===== src/sv/tch_pkg.sv =====
// Shared types, constants and tables for the tilt-compensated heading core.
package tch_pkg;

   // Field widths
   localparam int DATA_W = 16;
   localparam int HEAD_W = 17;
   localparam int DECL_W = 15;

   // Angle format and CORDIC depth
   localparam int ANGLE_FRAC_BITS  = 6;
   localparam int CORDIC_STEPS_DEF = 16;
   localparam int CORDIC_MAX       = 24;
   localparam int TAB_BITS         = 16;

   // Square root: 64-bit radicand, one result bit a step, two steps a stage
   localparam int SQ_STEPS = 32;
   localparam int SQ_REM_W = 36;
   localparam int SQ_ROOT_W = 32;

   // CORDIC datapath widths
   localparam int NORM_W = 30;
   localparam int C_W    = 33;
   localparam int Z_W    = 25;
   localparam int TAB_W  = 22;

   // Square root working set
   typedef struct packed {
      logic [SQ_REM_W-1:0]  rem;
      logic [SQ_ROOT_W-1:0] root;
      logic [63:0]          rad;
   } sq_type;

   // atan2 arguments, both scaled by the same positive factor
   typedef struct packed {
      logic signed [63:0] y;
      logic signed [63:0] x;
   } vec_res_type;

   // Normalised magnitudes and the quadrant flags
   typedef struct packed {
      logic [NORM_W-1:0] cx;
      logic [NORM_W-1:0] cy;
      logic              xneg;
      logic              yneg;
      logic              zero;
   } norm_res_type;

   // One restoring square-root step
   function automatic sq_type sq_step(input sq_type s);
      logic [SQ_REM_W-1:0] rem2;
      logic [SQ_REM_W-1:0] trial;
      sq_type r;
      rem2  = {s.rem[SQ_REM_W-3:0], s.rad[63:62]};
      trial = {2'b00, s.root, 2'b01};
      r.rad = {s.rad[61:0], 2'b00};
      if (rem2 >= trial) begin
         r.rem  = rem2 - trial;
         r.root = {s.root[SQ_ROOT_W-2:0], 1'b1};
      end else begin
         r.rem  = rem2;
         r.root = {s.root[SQ_ROOT_W-2:0], 1'b0};
      end
      return r;
   endfunction

   // Arctangent of 2^-i in 2^-16 degree units
   function automatic logic [TAB_W-1:0] atan_tab(input int i);
      logic [TAB_W-1:0] v;
      unique case (i)
         0:  v = 22'd2949120;
         1:  v = 22'd1740967;
         2:  v = 22'd919879;
         3:  v = 22'd466945;
         4:  v = 22'd234379;
         5:  v = 22'd117304;
         6:  v = 22'd58666;
         7:  v = 22'd29335;
         8:  v = 22'd14668;
         9:  v = 22'd7334;
         10: v = 22'd3667;
         11: v = 22'd1833;
         12: v = 22'd917;
         13: v = 22'd458;
         14: v = 22'd229;
         15: v = 22'd115;
         16: v = 22'd57;
         17: v = 22'd29;
         18: v = 22'd14;
         19: v = 22'd7;
         20: v = 22'd4;
         21: v = 22'd2;
         22: v = 22'd1;
         default: v = 22'd0;
      endcase
      return v;
   endfunction

endpackage


===== src/sv/tch_norm.sv =====
// Magnitudes, quadrant flags and common power-of-two normalisation.
module tch_norm (
   input  logic                  clock,
   input  logic                  reset,
   input  logic                  in_valid,
   output logic                  in_ready,
   input  tch_pkg::vec_res_type  in_data,
   output logic                  out_valid,
   input  logic                  out_ready,
   output tch_pkg::norm_res_type out_data
);
   import tch_pkg::*;

   localparam int N_STG = 3;

   logic [N_STG-1:0] vld_ff;
   logic [N_STG-1:0] adv;

   logic [62:0] ax_ff [N_STG];
   logic [62:0] ay_ff [N_STG];
   logic        xneg_ff [N_STG];
   logic        yneg_ff [N_STG];
   logic        zero_ff [N_STG];

   logic [63:0]  negx, negy;
   logic [125:0] s1, s2;

   // Left shift both by n when the top n bits of both are clear
   function automatic logic [125:0] norm_step(input logic [125:0] p, input int n);
      logic [62:0] a, b;
      a = p[125:63];
      b = p[62:0];
      if (((a | b) >> (63 - n)) == 63'd0) begin
         a = a << n;
         b = b << n;
      end
      return {a, b};
   endfunction

   always_comb begin
      adv[N_STG-1] = !vld_ff[N_STG-1] || out_ready;
      for (int k = N_STG - 2; k >= 0; k--) begin
         adv[k] = !vld_ff[k] || adv[k+1];
      end
   end
   assign in_ready  = adv[0];
   assign out_valid = vld_ff[N_STG-1];

   always_ff @(posedge clock) begin
      if (reset) begin
         vld_ff <= '0;
      end else begin
         if (adv[0]) vld_ff[0] <= in_valid;
         for (int k = 1; k < N_STG; k++) begin
            if (adv[k]) vld_ff[k] <= vld_ff[k-1];
         end
      end
   end

   // Leading one goes to bit 62 in six binary steps
   always_comb begin
      negx = -in_data.x;
      negy = -in_data.y;
      s1   = norm_step(norm_step(norm_step({ax_ff[0], ay_ff[0]}, 32), 16), 8);
      s2   = norm_step(norm_step(norm_step({ax_ff[1], ay_ff[1]}, 4), 2), 1);
   end

   always_ff @(posedge clock) begin
      if (adv[0]) begin
         ax_ff[0]   <= in_data.x[63] ? negx[62:0] : in_data.x[62:0];
         ay_ff[0]   <= in_data.y[63] ? negy[62:0] : in_data.y[62:0];
         xneg_ff[0] <= in_data.x[63];
         yneg_ff[0] <= in_data.y[63];
         zero_ff[0] <= (in_data.x == 64'sd0) && (in_data.y == 64'sd0);
      end
      if (adv[1]) begin
         ax_ff[1]   <= s1[125:63];
         ay_ff[1]   <= s1[62:0];
         xneg_ff[1] <= xneg_ff[0];
         yneg_ff[1] <= yneg_ff[0];
         zero_ff[1] <= zero_ff[0];
      end
      if (adv[2]) begin
         ax_ff[2]   <= s2[125:63];
         ay_ff[2]   <= s2[62:0];
         xneg_ff[2] <= xneg_ff[1];
         yneg_ff[2] <= yneg_ff[1];
         zero_ff[2] <= zero_ff[1];
      end
   end

   // Larger magnitude lands in [2^29, 2^30)
   assign out_data.cx   = ax_ff[2][62:33];
   assign out_data.cy   = ay_ff[2][62:33];
   assign out_data.xneg = xneg_ff[2];
   assign out_data.yneg = yneg_ff[2];
   assign out_data.zero = zero_ff[2];

endmodule


===== config.mk =====
export PLATFORM = sky130hd
export DESIGN_NAME = tch_norm
export DESIGN_NICKNAME = d
export VERILOG_FILES = /design/src/sv/tch_pkg.sv /design/src/sv/tch_norm.sv
export SDC_FILE = /design/constraint.sdc
export NUM_CORES = 1
export LEC_CHECK = 0
export ABC_CLOCK_PERIOD_IN_PS = 5400
export BUFFER_PORTS_ARGS = -buffer_cell sky130_fd_sc_hd__buf_4
export CAP_MARGIN = 15
export CORE_ASPECT_RATIO = 1.2
export CORE_UTILIZATION = 30
export CTS_CLUSTER_SIZE = 16
export DETAILED_ROUTE_END_ITERATION = 12
export PLACE_DENSITY = 0.57
export RECOVER_POWER = 25
export SLEW_MARGIN = 40
export SYNTH_ARGS = -nofsm -noshare
export SYNTH_HDL_FRONTEND = slang
export SYNTH_SLANG_ARGS = --single-unit

===== constraint.sdc =====
create_clock -name clock -period 5.4 [get_ports clock]
set_clock_uncertainty 0.1 [all_clocks]
set_input_delay 0 -clock clock [delete_from_list [all_inputs] [get_ports clock]]
set_output_delay 0 -clock clock [all_outputs]
set_load 0.05 [all_outputs]

Word level (Yosys, flattened, before mapping)
Memories as Yosys holds them, arrays and structs flattened.
Index checks and enable logic that the tools add are counted.
{ "classes": {"n_lt_le_gt_ge": 0, "reduce_logical": 15, "n_div": 0, "n_eq_ne": 0, "n_mux": 20, "add_sub_neg": 2, "shift": 0, "bitwise": 6, "n_mul": 0} }
{ "ops": {"columns": ["op", "count"], "rows": [
  ["2-to-1 mux 63 bit", 14],
  ["zero test 63 bit", 6],
  ["OR 63 bit", 6],
  ["zero test 64 bit", 2],
  ["negator 63 bit", 2],
  ["2-to-1 mux 1 bit", 6],
  ["zero test 1 bit", 3],
  ["logical OR 1 bit", 3],
  ["logical AND 1 bit", 1]
]} }
{ "word_totals": {"out_inout_bits": 65, "memories": 5, "mem_bits_rw": 387, "word_cells": 51, "rom_bits": 0, "register_bits": 3, "latch_bits": 0, "input_bits": 132} }
{ "memory_table": {"columns": ["name", "depth", "word_bits", "read_ports", "rd_clocked_by_memory_dff", "write_ports", "line", "source"], "rows": [
  ["ax_ff", 3, 63, 3, 0, 3, "tch_norm.sv:19", "logic [62:0] ax_ff [N_STG];"],
  ["ay_ff", 3, 63, 3, 0, 3, "tch_norm.sv:20", "logic [62:0] ay_ff [N_STG];"],
  ["xneg_ff", 3, 1, 3, 0, 3, "tch_norm.sv:21", "logic xneg_ff [N_STG];"],
  ["yneg_ff", 3, 1, 3, 0, 3, "tch_norm.sv:22", "logic yneg_ff [N_STG];"],
  ["zero_ff", 3, 1, 3, 0, 3, "tch_norm.sv:23", "logic zero_ff [N_STG];"]
]} }

Logic depth before layout (Yosys ltp)
An unclocked memory read counts as a cell.
{ "depth": {"ltp_word": 10, "ltp_mapped": 11} }

Least setup slack after synthesis
OpenSTA, ideal clock, no wires.
{ "synth_timing": {"kind": "flip-flop to flip-flop", "from": "register vld_ff[2]", "to": "memory ax_ff[0][0] (enable)", "slack_ps": 658, "stages_incl_launch_ff": 4, "required_ps": 4069, "t_arrival_ps": 3411, "setup_ps": 1231, "period_less_slack_ps": 4742, "cell_sequence": "dfxtp_1 > nor2b_1 > and2_1 > nand2_1"} }
{ "synth_rtl": {"columns": ["element", "line", "source"], "rows": [
  ["start, declared", "tch_norm.sv:16", "logic [N_STG-1:0] vld_ff;"],
  ["start signal, assigned by index", "tch_norm.sv:55", "if (adv[k]) vld_ff[k] <= vld_ff[k-1];"],
  ["end, declared", "tch_norm.sv:19", null]
]} }

Worst setup path after layout
{ "layout_timing": {"from": "register vld_ff[2]", "to": "output port in_ready"} }
{ "layout_via": {"elab_chain_cells": 4} }
{ "layout_rtl": {"columns": ["element", "line", "source"], "rows": [
  ["zero test 1 bit", "tch_norm.sv:41", "adv[N_STG-1] = !vld_ff[N_STG-1] || out_ready;"],
  ["logical OR 1 bit", "tch_norm.sv:41", null],
  ["logical OR 1 bit (2 in a row)", "tch_norm.sv:43", "adv[k] = !vld_ff[k] || adv[k+1];"],
  ["end, declared", "tch_norm.sv:6", "output logic in_ready,"]
]} }
Every way passes these cells.

==> flow_summary.json <==
{
  "hold_buffers": 218,
  "worst_ep_required_time_ns": 5.30,
  "tritoncts": "yes",
  "rsz0062_at_grt": "false",
  "h-tree-depth": 1,
  "max_freq_mhz": 232,
  "route.met3.wl_um": 1680,
  "die_y_um": 252,
  "vdd_drop_max_mv": 0.190,
  "leakagePower_nw": 7.07,
  "hold_path_depth": 3,
  "min_path_type": "in -> reg",
  "placedCellCount": 2071,
  "worstPathArrival_ns": 4.21,
  "grtUsageTotal_pct": 17.6,
  "synthSimpleGateAreaFrac_pct": 9.05,
  "ios": 197,
  "insertion_delay_ns": 0.55,
  "synth_seq_area_share_pct": 52.0,
  "ys_seq_elements": 272,
  "die_w_um": 210,
  "antenna_found_initial": 0,
  "critPathLaunch": "vld_ff[2]",
  "synth_top_family_by_area": "compound AO/OA/AOI/OAI gates",
  "clkSlewWorstSetupHoldPaths_ns": 0.06,
  "reg2reg_depth": 7,
  "hpwl_um": 36200,
  "fill_cells": 5035,
  "clock_sinks": 272,
  "cts_setup_buffers": 0,
  "p_per_area_mw_per_mm2": 300,
  "async_flop_share_pct": 0,
  "fin_cells": 2336,
  "slowest_delay_ns": 2.11,
  "drc_errors": 0,
  "yosys.cell_types.count": 52,
  "start_util_pct": 30.4,
  "area_delta_synth_final_pct": 29.1,
  "slew_headroom_pct": -133,
  "cp-start-kind": "flop",
  "cts_buffers": 27,
  "avgRoutedWirePerCell_um": 20.3,
  "syn_avg_cell_area_um2": 12.0,
  "postRouteAntennaNets": 0,
  "report.final.slew_viol_count": 327,
  "synthAdderAreaFrac_pct": 0.160,
  "rows": 91,
  "yosysWarnings": 0,
  "grt.overflow.total": 0,
  "endpoint_kind": "primary output",
  "multi_input_comb_area_mm2": 0.00676,
  "grt_pass1_wl_um": 71900,
  "drive_above_1_share_pct": 16.4,
  "syn_nets": 1436,
  "synth_compound_area_share_pct": 13.5,
  "globalplace.congestion": 0.942,
  "core_mm2": 0.0515,
  "r2r-start": "ay_ff[0][124]",
  "grt_pass1_vias": 11900,
  "synthCells": 1302,
  "wl_met2_um": 23900,
  "drt-met1-wl_um": 20300,
  "drt_wl_total_um": 47500,
  "violations": "max-capacitance violations, max-slew violations",
  "root_buffer": "clkbuf_16",
  "first_iter_violations": 697,
  "grt_max_degree": 131,
  "min_period_over_period_pct": 79.9,
  "setup_violations": 0,
  "netlist_area_mm2": 0.0156,
  "min_from": "reset",
  "final-hold-violation-count": 0,
  "crit_fanout": 130,
  "finalSetupTns_ns": 0,
  "tightest_slew_ns": 3.50,
  "final_net_count": 1755,
  "synth-edff-count": 269,
  "synthXorXnorAreaFrac_pct": 6.83,
  "routed_via_density": 5.05,
  "cap_viol_max_count": 4,
  "dr.pass1.iters": 5,
  "synth_ff_type": "edfxtp_1",
  "cts_buffer_depth": 3,
  "highest_layer": "met4",
  "num_vias": 11800,
  "cts-resized-gates": 0,
  "path_cells": "nor2b_1 -> and2_0 -> nand2_4 -> clkbuf_2 -> buf_4",
  "synth.mux.area_fraction_pct": 13.4,
  "critPathSlowestCell": "clkbuf_2",
  "seq_area_mm2": 0.00814,
  "min_period_ns": 4.31,
  "status": "complete, but fails checks",
  "antennaDiodeCount": 0,
  "die_area_mm2": 0.0531,
  "portBuffers": 196,
  "path_class": "reg -> out"
}
## critical path: cells and delay by family, from the launching register on
kind / cells / cell delay [ns]
buffers and inverters: 2 / 2.61
DFF: 1 / 0.31
and+or+nand+nor: 3 / 0.51
## layout by cell type, fill, tap and decap left out, drive strengths merged, types with 3 or more instances in the layout
cell type    instances
o41ai               20
o21ai               56
nor2                22
a22oi                4
xnor2              122
and2                15
nor4                34
nand2               88
or3                 18
a21oi               37
nand2b               7
dlygate4sd3        218
or4                 20
a21o                31
a221oi              18
mux2                62
a2bb2oi             15
or2                 10
mux2i              137
nand3               12
o31ai               41
nor3                24
buf                140
nand4                6
nand4b               3
inv                  7
a211oi              20
clkinv              11
o2bb2ai             15
dfxtp                3
edfxtp             269
bufinv               4
a22o                15
clkbuf             100
o221ai              16
## cell usage after synthesis, types with 22 or more instances
master | count | share of area [%]
edfxtp_1 | 269 | 52
mux2i_1 | 137 | 8.8
xnor2_1 | 122 | 6.8
nand2_1 | 88 | 2.1
buf_4 | 63 | 3.0
mux2_2 | 61 | 4.4
clkbuf_1 | 57 | 1.4
o21ai_0 | 54 | 1.7
o31ai_1 | 38 | 1.8
a21oi_1 | 37 | 1.2
nor4_1 | 34 | 1.4
a21o_1 | 31 | 1.5
nor3_1 | 24 | 0.77
nor2_1 | 22 | 0.53
## where the power goes
| group | total, W | switching (W) | internal [W] |
|---|---|---|---|
| Sequential | 0.00286 | 0.000226 | 0.00263 |
| Clock | 0.00189 | 0.000789 | 0.00110 |
| Combinational | 0.00130 | 0.000770 | 0.000529 |
| Total | 0.00605 | 0.00179 | 0.00427 |
## layer usage
layer,track usage (%),up-vias
li1,-,5645
met1,22.3,5769
met2,31.2,305
met3,1.39,85
met4,6.77,0
met5,0,-
## worst paths after layout
kind / slack [ns] / to
max: 1.09 / in_ready
min: 0.08 / vld_ff[2]
max reg2reg: 1.64 / ax_ff[0][171]
min reg2reg: 0.32 / xneg_ff[0][2]
## sequential cells by signal, indices dropped and copies added, names as in the netlist
signal	count
vld_ff	3
yneg_ff	3
zero_ff	3
ay_ff	130
ax_ff	130
xneg_ff	3
## kinds of logic after synthesis
group / after synthesis
xor+xnor: 122
mux: 200
flops: 272
buf+inv: 145
simple gates: 267
compound gates: 294
fa+ha+maj: 2
## stage by stage
stage / total power [W] / hold slack, ns / util (%) / area (µm²) / setup slack [ns]
CTS: 0.00618 / 0.0454 / 39.8 / 20500 / 1.69
finish: 0.00605 / 0.0827 / 39.2 / 20200 / 1.09
global placement: 0.00410 / 0.0764 / 33.8 / 17400 / 1.32
floorplan: 0.00368 / -0.0276 / - / 15600 / 0.658
global route: 0.00628 / 0.0993 / 39.2 / 20200 / 0.808
detailed placement: 0.00412 / 0.0820 / 33.8 / 17400 / 1.71
## final cells by class
cell class	instances	area share, %
sequential	272	40.3
inverter	7	0.130
clock buffer	30	3.40
tap	697	4.32
multi-input combinational	885	33.4
clock inverter	17	0.948
timing repair buffer	428	17.5
Note: power is estimated with default switching activity, not from simulation.
