## src/sv/tch_pkg.sv

```systemverilog
// Shared types, constants and tables for the tilt-compensated heading core.
package tch_pkg;

   // Field widths
   localparam int DATA_W = 16;
   localparam int HEAD_W = 17;
   localparam int DECL_W = 15;

   // Angle format and CORDIC depth
   localparam int ANGLE_FRAC_BITS  = 6;
   localparam int CORDIC_STEPS_DEF = 16;
   localparam int CORDIC_MAX       = 24;
   localparam int TAB_BITS         = 16;

   // Square root: 64-bit radicand, one result bit a step, two steps a stage
   localparam int SQ_STEPS = 32;
   localparam int SQ_REM_W = 36;
   localparam int SQ_ROOT_W = 32;

   // CORDIC datapath widths
   localparam int NORM_W = 30;
   localparam int C_W    = 33;
   localparam int Z_W    = 25;
   localparam int TAB_W  = 22;

   // Square root working set
   typedef struct packed {
      logic [SQ_REM_W-1:0]  rem;
      logic [SQ_ROOT_W-1:0] root;
      logic [63:0]          rad;
   } sq_type;

   // atan2 arguments, both scaled by the same positive factor
   typedef struct packed {
      logic signed [63:0] y;
      logic signed [63:0] x;
   } vec_res_type;

   // Normalised magnitudes and the quadrant flags
   typedef struct packed {
      logic [NORM_W-1:0] cx;
      logic [NORM_W-1:0] cy;
      logic              xneg;
      logic              yneg;
      logic              zero;
   } norm_res_type;

   // One restoring square-root step
   function automatic sq_type sq_step(input sq_type s);
      logic [SQ_REM_W-1:0] rem2;
      logic [SQ_REM_W-1:0] trial;
      sq_type r;
      rem2  = {s.rem[SQ_REM_W-3:0], s.rad[63:62]};
      trial = {2'b00, s.root, 2'b01};
      r.rad = {s.rad[61:0], 2'b00};
      if (rem2 >= trial) begin
         r.rem  = rem2 - trial;
         r.root = {s.root[SQ_ROOT_W-2:0], 1'b1};
      end else begin
         r.rem  = rem2;
         r.root = {s.root[SQ_ROOT_W-2:0], 1'b0};
      end
      return r;
   endfunction

   // Arctangent of 2^-i in 2^-16 degree units
   function automatic logic [TAB_W-1:0] atan_tab(input int i);
      logic [TAB_W-1:0] v;
      unique case (i)
         0:  v = 22'd2949120;
         1:  v = 22'd1740967;
         2:  v = 22'd919879;
         3:  v = 22'd466945;
         4:  v = 22'd234379;
         5:  v = 22'd117304;
         6:  v = 22'd58666;
         7:  v = 22'd29335;
         8:  v = 22'd14668;
         9:  v = 22'd7334;
         10: v = 22'd3667;
         11: v = 22'd1833;
         12: v = 22'd917;
         13: v = 22'd458;
         14: v = 22'd229;
         15: v = 22'd115;
         16: v = 22'd57;
         17: v = 22'd29;
         18: v = 22'd14;
         19: v = 22'd7;
         20: v = 22'd4;
         21: v = 22'd2;
         22: v = 22'd1;
         default: v = 22'd0;
      endcase
      return v;
   endfunction

endpackage

```

## src/sv/tch_cordic.sv

```systemverilog
// CORDIC vectoring stages, rounding, quadrant and declination.
module tch_cordic #(
   parameter int CORDIC_STEPS = tch_pkg::CORDIC_STEPS_DEF
) (
   input  logic                              clock,
   input  logic                              reset,
   input  logic                              in_valid,
   output logic                              in_ready,
   input  tch_pkg::norm_res_type             in_data,
   input  logic signed [tch_pkg::DECL_W-1:0] decl,
   output logic                              out_valid,
   input  logic                              out_ready,
   output logic signed [tch_pkg::HEAD_W-1:0] heading
);
   import tch_pkg::*;

   localparam int N_STG = CORDIC_STEPS + 1;
   localparam int LAST  = CORDIC_STEPS - 1;
   localparam int RSH   = TAB_BITS - ANGLE_FRAC_BITS;
   localparam logic signed [Z_W-1:0] Z_MAX = Z_W'(90 * (2 ** TAB_BITS));
   localparam logic [23:0] RND  = 24'(2 ** (RSH - 1));
   localparam logic signed [23:0] HALF = 24'(180 * (2 ** ANGLE_FRAC_BITS));
   localparam logic signed [23:0] H_MAX = 24'sd65535;
   localparam logic signed [23:0] H_MIN = -24'sd65536;

   logic [N_STG-1:0] vld_ff;
   logic [N_STG-1:0] adv;

   logic signed [C_W-1:0] cx_in [CORDIC_STEPS];
   logic signed [C_W-1:0] cy_in [CORDIC_STEPS];
   logic signed [Z_W-1:0] z_in  [CORDIC_STEPS];
   logic signed [C_W-1:0] cx_ff [CORDIC_STEPS];
   logic signed [C_W-1:0] cy_ff [CORDIC_STEPS];
   logic signed [Z_W-1:0] z_ff  [CORDIC_STEPS];
   logic xneg_ff [CORDIC_STEPS];
   logic yneg_ff [CORDIC_STEPS];
   logic zero_ff [CORDIC_STEPS];

   logic [22:0]            zc;
   logic [23:0]            rnd;
   logic signed [23:0]     ang, full, res, h;
   logic signed [HEAD_W-1:0] heading_in, heading_ff;

   always_comb begin
      adv[N_STG-1] = !vld_ff[N_STG-1] || out_ready;
      for (int k = N_STG - 2; k >= 0; k--) begin
         adv[k] = !vld_ff[k] || adv[k+1];
      end
   end
   assign in_ready  = adv[0];
   assign out_valid = vld_ff[N_STG-1];

   always_ff @(posedge clock) begin
      if (reset) begin
         vld_ff <= '0;
      end else begin
         if (adv[0]) vld_ff[0] <= in_valid;
         for (int k = 1; k < N_STG; k++) begin
            if (adv[k]) vld_ff[k] <= vld_ff[k-1];
         end
      end
   end

   // One micro-rotation a stage; shifts round toward minus infinity
   always_comb begin
      logic signed [C_W-1:0] sx, sy;
      logic signed [Z_W-1:0] sz, t;
      for (int i = 0; i < CORDIC_STEPS; i++) begin
         if (i == 0) begin
            sx = $signed({3'b000, in_data.cx});
            sy = $signed({3'b000, in_data.cy});
            sz = '0;
         end else begin
            sx = cx_ff[(i == 0) ? 0 : i - 1];
            sy = cy_ff[(i == 0) ? 0 : i - 1];
            sz = z_ff[(i == 0) ? 0 : i - 1];
         end
         t = $signed({3'b000, atan_tab(i)});
         if (!sy[C_W-1]) begin
            cx_in[i] = sx + (sy >>> i);
            cy_in[i] = sy - (sx >>> i);
            z_in[i]  = sz + t;
         end else begin
            cx_in[i] = sx - (sy >>> i);
            cy_in[i] = sy + (sx >>> i);
            z_in[i]  = sz - t;
         end
      end
   end

   always_ff @(posedge clock) begin
      if (adv[0]) begin
         cx_ff[0]   <= cx_in[0];
         cy_ff[0]   <= cy_in[0];
         z_ff[0]    <= z_in[0];
         xneg_ff[0] <= in_data.xneg;
         yneg_ff[0] <= in_data.yneg;
         zero_ff[0] <= in_data.zero;
      end
      for (int i = 1; i < CORDIC_STEPS; i++) begin
         if (adv[i]) begin
            cx_ff[i]   <= cx_in[i];
            cy_ff[i]   <= cy_in[i];
            z_ff[i]    <= z_in[i];
            xneg_ff[i] <= xneg_ff[i-1];
            yneg_ff[i] <= yneg_ff[i-1];
            zero_ff[i] <= zero_ff[i-1];
         end
      end
   end

   // Clamp to a quarter turn, round, unfold quadrant, subtract declination, saturate
   always_comb begin
      if (z_ff[LAST] < 0) zc = '0;
      else if (z_ff[LAST] > Z_MAX) zc = Z_MAX[22:0];
      else zc = z_ff[LAST][22:0];
      rnd  = {1'b0, zc} + RND;
      ang  = $signed(rnd >> RSH);
      full = xneg_ff[LAST] ? (HALF - ang) : ang;
      res  = zero_ff[LAST] ? 24'sd0 : (yneg_ff[LAST] ? -full : full);
      h    = res - 24'(decl);
      if (h > H_MAX) heading_in = H_MAX[HEAD_W-1:0];
      else if (h < H_MIN) heading_in = H_MIN[HEAD_W-1:0];
      else heading_in = h[HEAD_W-1:0];
   end

   always_ff @(posedge clock) begin
      if (adv[N_STG-1]) heading_ff <= heading_in;
   end

   assign heading = heading_ff;

endmodule

```

## config.mk

```make
export PLATFORM = sky130hd
export DESIGN_NAME = tch_cordic
export DESIGN_NICKNAME = d
export VERILOG_FILES = /design/src/sv/tch_pkg.sv /design/src/sv/tch_cordic.sv
export SDC_FILE = /design/constraint.sdc
export NUM_CORES = 2
export LEC_CHECK = 0
export BUFFER_PORTS_ARGS = -buffer_cell sky130_fd_sc_hd__buf_4
export CAP_MARGIN = 20
export CORE_ASPECT_RATIO = 0.6
export CORE_MARGIN = 2
export CORE_UTILIZATION = 60
export CTS_CLUSTER_SIZE = 16
export DETAILED_ROUTE_END_ITERATION = 8
export HOLD_SLACK_MARGIN = 0.08
export PLACE_DENSITY = 0.8
export SLEW_MARGIN = 0
export SYNTH_ARGS = -nofsm -noshare
export SYNTH_HDL_FRONTEND = slang
export SYNTH_SLANG_ARGS = --single-unit
```

## constraint.sdc

```tcl
create_clock -name clock -period 22.2 [get_ports clock]
set_input_delay 4.44 -clock clock [delete_from_list [all_inputs] [get_ports clock]]
set_output_delay 4.44 -clock clock [all_outputs]
set_load 0.01 [all_outputs]
```

* Word-level counts from Yosys, hierarchy flattened
Memories as Yosys holds them, arrays and structs flattened.
Index checks and enable logic that the tools add are counted.
** Storage, ports and cells
- Input port bits :: 82
- Bits in writable memories :: 1504
- Register bits :: 34
- Memories kept :: 6
** Operators by class
- Muxes and demuxes :: 83
- $lt $le $gt $ge :: 4
- $add $sub $neg :: 96
- Reductions and logical operators :: 34
** Memory list
- cx_ff :: words 16, width 33, rd ports 15, clocked after Yosys merged registers in 0, wr ports 16, RTL line tch_cordic.sv:32 : logic signed [C_W-1:0] cx_ff [CORDIC_STEPS];
- cy_ff :: words 16, width 33, rd ports 15, clocked after Yosys merged registers in 0, wr ports 16, RTL line tch_cordic.sv:33 : logic signed [C_W-1:0] cy_ff [CORDIC_STEPS];
- z_ff :: words 16, width 25, rd ports 16, clocked after Yosys merged registers in 0, wr ports 16, RTL line tch_cordic.sv:34 : logic signed [Z_W-1:0] z_ff [CORDIC_STEPS];
- xneg_ff :: words 16, width 1, rd ports 16, clocked after Yosys merged registers in 0, wr ports 16, RTL line tch_cordic.sv:35 : logic xneg_ff [CORDIC_STEPS];
- yneg_ff :: words 16, width 1, rd ports 16, clocked after Yosys merged registers in 0, wr ports 16, RTL line tch_cordic.sv:36 : logic yneg_ff [CORDIC_STEPS];
- zero_ff :: words 16, width 1, rd ports 16, clocked after Yosys merged registers in 0, wr ports 16, RTL line tch_cordic.sv:37 : logic zero_ff [CORDIC_STEPS];
** Operators with widths (count)
- $mux 33 :: 30
- $mux 25 :: 15
- $mux 24 :: 3
- $add 33x18->33 :: 2
- $add 33x19->33 :: 2
- $add 33x20->33 :: 2
- $add 33x21->33 :: 2
- $add 33x22->33 :: 2
- $add 33x23->33 :: 2
- $add 33x24->33 :: 2
- $add 33x25->33 :: 2
- $add 33x26->33 :: 2
- $add 33x27->33 :: 2
- $add 33x28->33 :: 2
- $add 33x29->33 :: 2
- $add 33x30->33 :: 2
- $add 33x31->33 :: 2
- $add 33x32->33 :: 2
- $sub 33x18->33 :: 2
- $sub 33x19->33 :: 2
- $sub 33x20->33 :: 2
- $sub 33x21->33 :: 2
- $sub 33x22->33 :: 2
- $sub 33x23->33 :: 2
- other kinds (54) :: 127

* Logic depth before layout (Yosys ltp)
- Depth in word-level cells :: 20
- Depth in mapped cells :: 35
- Depth with buffers taken out :: 30

* Worst setup path before layout
Ideal clock, no wire load.
- Kind :: input-to-output
- Start point :: input out_ready
- End point :: output in_ready
- Arrival time :: 11.236 ns
- Path buffers :: 0
- Data required time :: 17.760 ns
- Stages on the path :: 10
- Setup slack :: 6.524 ns
- Cells stage by stage :: nor2b_1 inv_1 nor2_1 and2_1 and3_1 and3_1 and2_1 nand3_1 nor2_1 nand4_1
** Between the ends
- Cells in the longest elaborated chain, start to end :: 17
** RTL lines
- start: declaration :: RTL line tch_cordic.sv:12 : input logic out_ready,
- $logic_or 1x1->1 :: RTL line tch_cordic.sv:45 : adv[N_STG-1] = !vld_ff[N_STG-1] || out_ready;
- named net adv[16] :: RTL line tch_cordic.sv:27 : logic [N_STG-1:0] adv;
- $logic_or 1x1->1 (12 in a row) :: RTL line tch_cordic.sv:47 : adv[k] = !vld_ff[k] || adv[k+1];
- named net adv[4] :: RTL line tch_cordic.sv:27
- $logic_or 1x1->1 (4 in a row) :: RTL line tch_cordic.sv:47
- end: declaration :: RTL line tch_cordic.sv:8 : output logic in_ready,
The timed path passes the listed nets, and every way through them passes these cells.

* Worst setup path after layout
Same ends and word-level chain as after synthesis.

==> results_dict.tcl <==
set metrics [dict create \
    status "finished, final reports clean" \
    yosysWarnings 0 \
    crit_top_cell "buf_4" \
    slowest_stage "nor2_1" \
    post-cts-setup-buffers 0 \
    fin_area_um2 121000 \
    synth.most_common_cell "nor2_1" \
    core_um2 187100 \
    clock_path_buffers 4 \
    area_delta_synth_final_pct 7.248 \
    grtUsageMet3_pct 12.98 \
    dieWidth_um 563.9 \
    holdWs_ns 0.4177 \
    synth_common_cells "nor2_1 (1314), edfxtp_1 (1309), ha_1 (1283), a21oi_1 (1153), xnor2_1 (1132)" \
    grt_pass1_wl_mm 500.8 \
    grtUsageMet1_pct 56.37 \
    synth_area_leaders "edfxtp_1 (35%), ha_1 (14%), xnor2_1 (8.8%)" \
    synthArstFlopShare_pct 0 \
    fin_setup_tns_ns 0 \
    syn_nets 13320 \
    routedWlPerCell_um 22.60 \
    cp.arrival_ns 8.86 \
    dr.pass1.iters 8 \
    htree_levels 4 \
    drt_wl_total_mm 331.3 \
    crit_path_start "out_ready" \
    drv_cap 0 \
    multi_input_area_um2 70630 \
    via_count 95030 \
    skew_ns 0.06244 \
    gp_congestion 1.046 \
    worst_pin_slew_ns 1.231 \
    vias_per_cell 6.482 \
    initial_core_util_pct 60.31 \
    grt_pass1_vias 84740 \
    tritoncts "done" \
    endpoint_kind "primary output" \
    synth_cell_types 115 \
    remaining_drc_errors 0 \
    grt_setup_unrepaired "false" \
    fillers 15120 \
    fin_nets 13460 \
    portBuffers 100 \
    slew_viol_final 0 \
    crit_buf_inv 4 \
    synth-seq-area-share_pct 35.13 \
    place_area_um2 116500 \
    busiest_layer "met1" \
    synth_area_leader_cell "edfxtp_1" \
    fmax_mhz 75.20 \
    syn_area_um2 112900 \
    hp-class "flop to flop" \
    r2r-start "z_ff[1][177]" \
    critPathTopFamily "simple AND/OR/NAND/NOR gates" \
    startpoint_type "primary input" \
    synth_edf_count 1309 \
    ys_ff_latch 1326 \
    crit_chain "buf_4 > nor2b_1 > inv_1 > nor2_1 > and2_1 > and3_1 > and3_1 > and2_1 > nand3_4 > nor2_1 > nand4_1 > buf_4 > buf_4" \
    cts_root_buf "clkbuf_16" \
    ys.flop_type "edfxtp_1" \
    numCtsBuffers 143 \
    setup-violations-final 0 \
    crit_path_max_fanout 31 \
    post-route-min-period_ns 13.30 \
    antenna_found_initial 13 \
    grt-ovfl-total 0 \
    path_class "primary input to primary output" \
    rows 123 \
    grt_max_degree 93 \
    cts.sinks 1326 \
    ios 101 \
    die_h_um 339.9 \
    die_area_um2 191700 \
    holdBufCountCts 0 \
    final_hold_viol_count 0 \
    groute.usage.overall_pct 33.39 \
    regArea_um2 39650 \
    clk_latency_ns 0.84 \
    drive_above_1_share_pct 4.492 \
    critPathMaxStageDelay_ns 0.69 \
    syn_avg_cell_area_um2 9.474 \
    crit_required_ns 17.76 \
    clkTransAtPathRegs_ns 0.06 \
    antenna_left 0 \
    met2_usage_pct 38.79 \
    yosysTopAreaCellShare_pct 34.83 \
    post_cts_resized 0 \
    place_hpwl_mm 267.1 \
    synthCells 11910 \
    min_period_over_period_pct 59.90 \
    slew_headroom_pct 17.91 \
    drtIter0Drc 13180 \
    hold_start "xneg_ff[1]" \
]
cell usage in the layout, fill, tap and decap left out, types with 135 or more instances in the layout:
| master | instances |
|---|---|
| nor2_1 | 1314 |
| edfxtp_1 | 1309 |
| ha_1 | 1283 |
| a21oi_1 | 1153 |
| xnor2_1 | 1132 |
| nand2_1 | 545 |
| xor2_1 | 532 |
| inv_1 | 515 |
| o21ai_0 | 498 |
| nor3_1 | 411 |
| a21o_1 | 343 |
| o21a_1 | 241 |
| nand3_1 | 203 |
| nand2b_1 | 177 |
| nor2b_1 | 176 |
| clkbuf_16 | 146 |
| buf_4 | 144 |
| a31oi_1 | 135 |
registers in the layout, summed over array words and instances (netlist names):
signal / flops
vld_ff: 17
yneg_ff: 16
zero_ff: 16
cy_ff: 461
z_ff: 338
heading: 17
cx_ff: 445
xneg_ff: 16
worst register-to-register path: cells and delay by family (launching register included):
kind | cells | cell delay (ns)
xor gates and xnor gates | 1 | 0.18
adders and majority gates | 4 | 1.23
buffers and inverters | 1 | 0.15
DFF | 1 | 0.37
AOI/OAI and AO/OA | 11 | 2.44
and+or+nand+nor | 13 | 3.88
metal layers:
layer	share of wire [%]	vias to the layer above
li1	-	44480
met3	16	320
met1	49	45330
met4	1.1	10
met2	34	4883
met5	0.036	-
cell families (layout without fill, tap and decap cells):
| kind of cell | after synthesis | in the layout | synth area share [%] |
|---|---|---|---|
| adder cells (fa/ha/maj) | 1320 | 1320 | 14.88 |
| flip-flops | 1326 | 1326 | 35.13 |
| other | 0 | 5 | 0 |
| multiplexers | 50 | 50 | 0.4867 |
| AND/OR/NAND/NOR | 3590 | 3590 | 15.44 |
| XOR/XNOR | 1664 | 1664 | 12.91 |
| AO/OA/AOI/OAI | 3279 | 3279 | 18.80 |
| buffers and inverters | 684 | 925 | 2.341 |
metrics by stage:
| step | instances | util, % | setup WS (ns) |
|---|---|---|---|
| CTS | 14640 | 64.60 | 8.981 |
| floorplan | 11910 | - | 6.524 |
| finish | 14660 | 64.68 | 8.903 |
| detailed placement | 14400 | 62.24 | 9.036 |
| global route | 14650 | 64.67 | 8.605 |
| global placement | 14400 | 62.23 | 9.006 |
cell type report:
| type | instances | share of cell area, % |
|---|---|---|
| clock buffer | 178 | 3.151 |
| clock inverter | 66 | 0.5034 |
| multi-input combinational | 9903 | 58.35 |
| antenna | 5 | 0.01034 |
| timing repair buffer | 156 | 1.007 |
| inverter | 525 | 1.634 |
| sequential | 1326 | 32.76 |
| tap | 2500 | 2.584 |
final timing paths:
kind	to	slack (ns)	cells past startpoint
worst max-delay path	in_ready	8.90	13
worst min-delay path	xneg_ff[2]	0.42	0
worst max register to register	heading[3]	13.72	30
worst min register to register	xneg_ff[2]	0.42	0
Power is not shown: default switching activity piles up to over one toggle a cycle in this logic, so the estimate is an artifact.
